## src/design/odp_pkg.sv

```systemverilog
package odp_pkg;

    localparam int FRAC_BITS_DEF = 32;
    localparam int FREQ_W        = 32;
    localparam int VCO_W         = 34;
    localparam int HS_W          = 11;
    localparam int SHIFT_W       = 3;
    localparam int FB_W          = 43;
    localparam int CFG_IDX_W     = 2;
    localparam int CFG_DATA_W    = 34;

    localparam logic [FREQ_W-1:0] REF_RESET     = 32'd152600000;
    localparam logic [VCO_W-1:0]  VCO_MIN_RESET = 34'd10800000000;
    localparam logic [VCO_W-1:0]  VCO_MAX_RESET = 34'd12206718160;

    localparam logic [HS_W-1:0]    HS_MIN        = 11'd5;
    localparam logic [HS_W-1:0]    HS_MAX        = 11'd2046;
    localparam logic [HS_W-1:0]    HS_EVEN_ABOVE = 11'd33;
    localparam logic [SHIFT_W-1:0] SHIFT_LAST    = 3'd5;

    localparam logic [CFG_IDX_W-1:0] CFG_REF     = 2'd0;
    localparam logic [CFG_IDX_W-1:0] CFG_VCO_MIN = 2'd1;
    localparam logic [CFG_IDX_W-1:0] CFG_VCO_MAX = 2'd2;

    typedef enum logic [2:0] {
        ST_IDLE,
        ST_DIV0,
        ST_MUL,
        ST_CMP,
        ST_DIV1,
        ST_FIN
    } t_state;

    typedef struct packed {
        logic done;
        logic rem_nz;
    } t_div_stat;

endpackage

```

## src/design/odp_div.sv

```systemverilog
module odp_div #(
    parameter int DW = 66,
    parameter int CW = $clog2(DW + 1)
) (
    input  logic                        i_clk,
    input  logic                        i_rst_n,
    input  logic                        i_start,
    input  logic [DW-1:0]               i_dividend,
    input  logic [odp_pkg::FREQ_W-1:0]  i_divisor,
    input  logic [CW-1:0]               i_nbits,
    output logic [DW-1:0]               o_quotient,
    output odp_pkg::t_div_stat          o_stat
);
    import odp_pkg::*;

    logic [DW-1:0]     r_num;
    logic [DW-1:0]     r_quo;
    logic [FREQ_W-1:0] r_rem;
    logic [FREQ_W-1:0] r_dvs;
    logic [CW-1:0]     r_cnt;
    logic              r_busy;
    logic              r_done;

    logic [FREQ_W:0]   t_part;
    logic              ge;
    logic [FREQ_W:0]   diff;

    always_comb begin
        t_part = {r_rem, r_num[DW-1]};
        ge     = t_part >= {1'b0, r_dvs};
        diff   = t_part - {1'b0, r_dvs};
    end

    always_ff @(posedge i_clk) begin
        if (!i_rst_n) begin
            r_busy <= 1'b0;
            r_done <= 1'b0;
        end else begin
            r_done <= 1'b0;
            if (i_start) begin
                r_busy <= 1'b1;
            end else if (r_busy && r_cnt == CW'(1)) begin
                r_busy <= 1'b0;
                r_done <= 1'b1;
            end
        end
    end

    always_ff @(posedge i_clk) begin
        if (i_start) begin
            r_num <= i_dividend;
            r_quo <= '0;
            r_rem <= '0;
            r_dvs <= i_divisor;
            r_cnt <= i_nbits;
        end else if (r_busy) begin
            r_num <= {r_num[DW-2:0], 1'b0};
            r_quo <= {r_quo[DW-2:0], ge};
            r_rem <= ge ? diff[FREQ_W-1:0] : t_part[FREQ_W-1:0];
            r_cnt <= r_cnt - CW'(1);
        end
    end

    assign o_quotient    = r_quo;
    assign o_stat.done   = r_done;
    assign o_stat.rem_nz = r_rem != '0;

endmodule

```

## src/design/oscillator_divider_planner.sv

```systemverilog
// Output-divider planner for a fractional-N synthesizer.
// Input channel (i_in_valid / o_in_ready) takes one beat: the requested
// output frequency. Output channel (o_out_valid / i_out_ready) returns one
// beat per input: found flag, low-speed shift code, high-speed divider and
// the 11.FRAC_BITS feedback divider. A zero frequency or no passing shift
// gives found low and all other fields zero.
// Configuration channel (i_cfg_valid / o_cfg_ready) writes reference
// frequency (index 0), VCO lower bound (1) and VCO upper bound (2); other
// indexes are dropped. Write only while the block is idle.
// Sequence: one serial restoring division of 34 quotient bits for the
// ceiling of vco_min / freq, a multiply and a compare per tried shift
// (shifts 0 to 5, in order), then a second serial division of 34 + FRAC_BITS
// bits for vco / ref. A zero frequency skips both divisions, and the second
// is skipped if no shift passes. Both divisions share one bit-per-cycle
// divider, which sets the rate; one item is worked on at a time.
// A finished beat sits in the output register while the receiver stalls;
// the next input is taken meanwhile and its result waits until the output
// register frees. Reset loads the default registers and empties the block.
module oscillator_divider_planner #(
    parameter int FRAC_BITS = odp_pkg::FRAC_BITS_DEF
) (
    input  logic                            i_clk,
    input  logic                            i_rst_n,
    input  logic                            i_in_valid,
    output logic                            o_in_ready,
    input  logic [odp_pkg::FREQ_W-1:0]      i_target_freq_hz,
    output logic                            o_out_valid,
    input  logic                            i_out_ready,
    output logic                            o_found,
    output logic [odp_pkg::SHIFT_W-1:0]     o_low_div_shift,
    output logic [odp_pkg::HS_W-1:0]        o_high_div,
    output logic [odp_pkg::FB_W-1:0]        o_feedback_div,
    input  logic                            i_cfg_valid,
    output logic                            o_cfg_ready,
    input  logic [odp_pkg::CFG_IDX_W-1:0]   i_cfg_index,
    input  logic [odp_pkg::CFG_DATA_W-1:0]  i_cfg_data
);
    import odp_pkg::*;

    localparam int DW  = VCO_W + FRAC_BITS;
    localparam int CW  = $clog2(DW + 1);
    localparam int FBQ = HS_W + FRAC_BITS;

    t_state r_state, n_state;

    logic [FREQ_W-1:0]  r_ref;
    logic [VCO_W-1:0]   r_vmin;
    logic [VCO_W-1:0]   r_vmax;
    logic [FREQ_W-1:0]  r_freq;
    logic [VCO_W:0]     r_q0;
    logic [SHIFT_W-1:0] r_shift;
    logic [HS_W-1:0]    r_hs;
    logic               r_hs_ok;
    logic [FB_W-1:0]    r_prod;
    logic               r_found;
    logic [FB_W-1:0]    r_fb;

    logic               r_o_valid;
    logic               r_o_found;
    logic [SHIFT_W-1:0] r_o_shift;
    logic [HS_W-1:0]    r_o_hs;
    logic [FB_W-1:0]    r_o_fb;

    logic               div_start;
    logic [DW-1:0]      div_dividend;
    logic [FREQ_W-1:0]  div_divisor;
    logic [CW-1:0]      div_nbits;
    logic [DW-1:0]      div_quo;
    t_div_stat          div_stat;

    logic               in_acc;
    logic [VCO_W+1:0]   hs_sum;
    logic [VCO_W+1:0]   hs_c;
    logic [VCO_W+2:0]   hs_b;
    logic               hs_ok;
    logic [FB_W-1:0]    prod;
    logic [FB_W+4:0]    vco;
    logic               pass;
    logic               load_out;

    assign in_acc      = i_in_valid && o_in_ready;
    assign o_in_ready  = r_state == ST_IDLE;
    assign o_cfg_ready = 1'b1;

    always_ff @(posedge i_clk) begin
        if (!i_rst_n) begin
            r_ref  <= REF_RESET;
            r_vmin <= VCO_MIN_RESET;
            r_vmax <= VCO_MAX_RESET;
        end else if (i_cfg_valid) begin
            unique case (i_cfg_index)
                CFG_REF:     r_ref  <= i_cfg_data[FREQ_W-1:0];
                CFG_VCO_MIN: r_vmin <= i_cfg_data[VCO_W-1:0];
                CFG_VCO_MAX: r_vmax <= i_cfg_data[VCO_W-1:0];
                default: ;
            endcase
        end
    end

    always_comb begin
        hs_sum = {1'b0, r_q0} + ((VCO_W+2)'(1) << r_shift) - (VCO_W+2)'(1);
        hs_c   = hs_sum >> r_shift;
        if (hs_c > (VCO_W+2)'(HS_EVEN_ABOVE) && hs_c[0]) begin
            hs_b = {1'b0, hs_c} + (VCO_W+3)'(1);
        end else begin
            hs_b = {1'b0, hs_c};
        end
        hs_ok = hs_b >= (VCO_W+3)'(HS_MIN) && hs_b <= (VCO_W+3)'(HS_MAX);
        prod  = r_freq * hs_b[HS_W-1:0];
        vco   = (FB_W+5)'(r_prod) << r_shift;
        pass  = r_hs_ok && vco >= (FB_W+5)'(r_vmin) && vco <= (FB_W+5)'(r_vmax);
    end

    always_comb begin
        n_state      = r_state;
        div_start    = 1'b0;
        div_dividend = {r_vmin, {FRAC_BITS{1'b0}}};
        div_divisor  = i_target_freq_hz;
        div_nbits    = CW'(VCO_W);
        load_out     = 1'b0;
        unique case (r_state)
            ST_IDLE: begin
                if (in_acc) begin
                    if (i_target_freq_hz == '0) begin
                        n_state = ST_FIN;
                    end else begin
                        div_start = 1'b1;
                        n_state   = ST_DIV0;
                    end
                end
            end
            ST_DIV0: begin
                if (div_stat.done) begin
                    n_state = ST_MUL;
                end
            end
            ST_MUL: begin
                n_state = ST_CMP;
            end
            ST_CMP: begin
                div_dividend = {vco[VCO_W-1:0], {FRAC_BITS{1'b0}}};
                div_divisor  = r_ref;
                div_nbits    = CW'(DW);
                if (pass) begin
                    div_start = 1'b1;
                    n_state   = ST_DIV1;
                end else if (r_shift == SHIFT_LAST) begin
                    n_state = ST_FIN;
                end else begin
                    n_state = ST_MUL;
                end
            end
            ST_DIV1: begin
                if (div_stat.done) begin
                    n_state = ST_FIN;
                end
            end
            ST_FIN: begin
                if (!r_o_valid || i_out_ready) begin
                    load_out = 1'b1;
                    n_state  = ST_IDLE;
                end
            end
            default: n_state = ST_IDLE;
        endcase
    end

    always_ff @(posedge i_clk) begin
        if (!i_rst_n) begin
            r_state <= ST_IDLE;
        end else begin
            r_state <= n_state;
        end
    end

    always_ff @(posedge i_clk) begin
        if (in_acc) begin
            r_freq  <= i_target_freq_hz;
            r_shift <= '0;
            r_found <= 1'b0;
        end
        if (r_state == ST_DIV0 && div_stat.done) begin
            r_q0 <= {1'b0, div_quo[VCO_W-1:0]} + (VCO_W+1)'(div_stat.rem_nz);
        end
        if (r_state == ST_MUL) begin
            r_hs    <= hs_b[HS_W-1:0];
            r_hs_ok <= hs_ok;
            r_prod  <= prod;
        end
        if (r_state == ST_CMP && !pass && r_shift != SHIFT_LAST) begin
            r_shift <= r_shift + SHIFT_W'(1);
        end
        if (r_state == ST_DIV1 && div_stat.done) begin
            r_found <= 1'b1;
            r_fb    <= FB_W'(div_quo[FBQ-1:0]);
        end
    end

    always_ff @(posedge i_clk) begin
        if (!i_rst_n) begin
            r_o_valid <= 1'b0;
        end else if (load_out) begin
            r_o_valid <= 1'b1;
        end else if (i_out_ready) begin
            r_o_valid <= 1'b0;
        end
    end

    always_ff @(posedge i_clk) begin
        if (load_out) begin
            r_o_found <= r_found;
            r_o_shift <= r_found ? r_shift : '0;
            r_o_hs    <= r_found ? r_hs : '0;
            r_o_fb    <= r_found ? r_fb : '0;
        end
    end

    odp_div #(
        .DW (DW),
        .CW (CW)
    ) u_div (
        .i_clk      (i_clk),
        .i_rst_n    (i_rst_n),
        .i_start    (div_start),
        .i_dividend (div_dividend),
        .i_divisor  (div_divisor),
        .i_nbits    (div_nbits),
        .o_quotient (div_quo),
        .o_stat     (div_stat)
    );

    assign o_out_valid     = r_o_valid;
    assign o_found         = r_o_found;
    assign o_low_div_shift = r_o_shift;
    assign o_high_div      = r_o_hs;
    assign o_feedback_div  = r_o_fb;

    a_found_range: assert property (@(posedge i_clk) disable iff (!i_rst_n)
        o_out_valid && o_found |-> o_high_div >= HS_MIN && o_high_div <= HS_MAX
            && o_low_div_shift <= SHIFT_LAST)
        else $error("divider plan out of range");

    a_not_found_zero: assert property (@(posedge i_clk) disable iff (!i_rst_n)
        o_out_valid && !o_found |-> o_low_div_shift == '0 && o_high_div == '0
            && o_feedback_div == '0)
        else $error("empty plan carries nonzero fields");

    a_div_done_state: assert property (@(posedge i_clk) disable iff (!i_rst_n)
        div_stat.done |-> r_state == ST_DIV0 || r_state == ST_DIV1)
        else $error("divider finished outside a division state");

    a_start_idle_only: assert property (@(posedge i_clk) disable iff (!i_rst_n)
        div_start |-> r_state == ST_IDLE || r_state == ST_CMP)
        else $error("divider started from wrong state");

endmodule
```

## config.mk

```make
export PLATFORM = sky130hd
export DESIGN_NAME = oscillator_divider_planner
export DESIGN_NICKNAME = d
export VERILOG_FILES = /design/src/design/odp_pkg.sv /design/src/design/odp_div.sv /design/src/design/oscillator_divider_planner.sv
export SDC_FILE = /design/constraint.sdc
export NUM_CORES = 2
export LEC_CHECK = 0
export ABC_AREA = 1
export BUFFER_PORTS_ARGS = -buffer_cell sky130_fd_sc_hd__buf_2
export CAP_MARGIN = 20
export CORE_MARGIN = 3
export CORE_UTILIZATION = 58
export DETAILED_ROUTE_END_ITERATION = 12
export GPL_TIMING_DRIVEN = 0
export PLACE_DENSITY = 0.78
export SLEW_MARGIN = 20
export SYNTH_ARGS = -nofsm -noshare
export SYNTH_HDL_FRONTEND = slang
export SYNTH_HIERARCHICAL = 1
export SYNTH_SLANG_ARGS = --single-unit
```

## constraint.sdc

```tcl
create_clock -name i_clk -period 10.1 [get_ports i_clk]
set_input_delay 1.515 -clock i_clk [delete_from_list [all_inputs] [get_ports i_clk]]
set_output_delay 1.515 -clock i_clk [all_outputs]
set_load 0.005 [all_outputs]
```

==> results.yml <==
status:
  status: "complete, no violations"
setup_path:
  reg2reg_depth: 52
  arrival_ps: 10240
  endpoint_kind: "register"
  crit_path_start_kind: "register"
  critPathKind: "register to register"
  critPathSlowestCell: "edfxtp_1"
  slowest_delay_ps: 530
  cp_max_fo: 10
  cp.required_ps: 10430
detailed_routing:
  drc: 0
  routedWlPerCell_um: 19.8
  drt-pass1-iter-count: 6
  ant_nets: 0
  drtIter0Drc: 4407
  wl_mm: 136
  vias_per_cell: 5.63
  vias: 38900
floorplan:
  pin_count: 134
  fp.dieW_um: 276
  die-area_mm2: 0.0759
  fp.dieH_um: 276
  rows: 98
  initial_core_util: 0.587
  core_mm2: 0.0717
flow_run:
  drv_cap: 0
logic_synthesis:
  synthCells: 5582
  avgSynthCellArea_um2: 7.55
  yosys_warnings: 6
  synth_area_mm2: 0.0421
final_layout:
  instances_no_fill: 6902
  fin_nets: 6482
  area_growth_pct: 14.9
  drive_gt1_frac: 0.119
  fillCellCount: 6082
timing:
  fin_skew_ps: 68.3
  tns_ps: 0
  period_needed_ps: 9920
  timing.final.hold_violations: 0
  tightest_slew_ps: 997
  period_share: 0.982
  drv_slew: 0
  fmax_mhz: 101
  slew_headroom: 0.328
  setup_viol: 0
global_routing:
  grt_antenna_before_repair: 4
  gr-total-overflow: 0
  track_usage: 0.356
  grt_max_degree: 52
  grt_pass1_vias: 37000
  grt_pass1_wl_mm: 208
place:
  gp_congestion: 1.02
  portBuffers: 132
  dp.cells: 6712
  dp_hpwl_mm: 107
cts:
  ctsLongestPathBuffers: 3
  clock_sinks: 513
  cts_root_buffer: "clkbuf_16"
  path_clk_slew_ps: 60
  worstSkewPairLatency_ps: 640
  htreeDepth: 2
  cts_tree: "done"
  cts_hold_buf: 0
  cts-buffers-inserted: 57
worst_hold_path:
  hold_path_class: "register to register"
  holdPathStages: 0
==> worst paths after layout <==
check	from	to	slack, ps
worst max-delay path	r_shift[1]	r_prod[41]	180
worst min-delay path	u_div/o_quotient[42]	r_fb[42]	430
worst max register to register	r_shift[1]	r_prod[41]	180
worst min register to register	u_div/o_quotient[42]	r_fb[42]	430
==> layout by cell type (no fill, tap or decap), types with 15 or more instances in the layout <==
| master | count |
|---|---|
| a21oi_1 | 138 |
| a21oi_2 | 19 |
| buf_1 | 26 |
| buf_2 | 156 |
| buf_4 | 96 |
| clkbuf_1 | 90 |
| clkbuf_16 | 65 |
| clkbuf_8 | 15 |
| conb_1 | 38 |
| dfxtp_1 | 182 |
| edfxtp_1 | 331 |
| fa_1 | 267 |
| ha_1 | 209 |
| ha_4 | 23 |
| inv_1 | 857 |
| inv_2 | 22 |
| nand2_1 | 1625 |
| nand2_2 | 79 |
| nand2_4 | 15 |
| nand3_1 | 449 |
| nand3_2 | 42 |
| nand3b_1 | 29 |
| nand4_1 | 53 |
| nor2_1 | 486 |
| nor2_2 | 32 |
| nor3_1 | 16 |
| nor4_1 | 21 |
| o211ai_1 | 37 |
| o21ai_0 | 174 |
| o22ai_1 | 42 |
| xnor2_1 | 44 |
| xor2_1 | 57 |
==> worst max-delay path: cells and delay by family, from the launching register on <==
kind | cells | cell delay (ps)
buf+inv | 10 | 1140
compound gates | 8 | 1300
fa+ha+maj | 11 | 3970
simple gates | 20 | 2230
flops | 1 | 530
mux | 1 | 110
xor+xnor | 2 | 330
==> through the flow <==
| step | setup slack [ps] | utilization | hold WS [ps] | area (um2) |
|---|---|---|---|---|
| finish | 184 | 0.675 | 426 | 48400 |
| global route | -218 | 0.675 | 440 | 48400 |
| CTS | 1.11 | 0.663 | 425 | 47600 |
| detailed placement | -3400 | 0.619 | 414 | 44400 |
| global placement | -3260 | 0.616 | 414 | 44200 |
| floorplan | 1.69 | - | 408 | 42300 |
==> routing by layer <==
layer	up-vias	track usage	wire, um	part of all wire
met4	4	0.157	6650	0.049
met2	1969	0.539	59200	0.43
met5	-	0	30	0.00022
li1	18300	-	-	-
met3	365	0.0777	14600	0.11
met1	18200	0.494	55900	0.41
==> registers in the layout, summed over array words and instances (netlist names), 32 cells and up <==
signal	count
r_vmax	34
o_feedback_div	43
r_freq	32
r_fb	43
r_vmin	34
u_div/r_dvs	32
r_q0	35
r_ref	32
u_div/r_rem	32
r_prod	43
u_div/r_num	66
u_div/o_quotient	43
==> repair_timing <==
action / in CTS / in global routing
gates resized for setup: 176 / 147
pin swaps: 43 / 73
setup endpoints to repair: 38 / 21
setup buffers: 55 / 34
cloned: 2 / 0
hold endpoints to repair: 0 / 0
==> cell type report <==
cell class | instances | area, um2 | area share
Antenna cell | 1 | 2.50 | 0.0000517
Buffer | 173 | 1080 | 0.0223
Clock buffer | 82 | 1770 | 0.0365
Clock inverter | 26 | 235 | 0.00486
Inverter | 899 | 3450 | 0.0712
Multi-Input combinational cell | 4023 | 25500 | 0.526
Sequential cell | 513 | 13600 | 0.281
Tap cell | 950 | 1190 | 0.0245
Timing Repair Buffer | 235 | 1630 | 0.0337
Power is left out: the tool's default activity adds up to more than one toggle a clock period on the data nets, which glitch-free logic cannot reach.
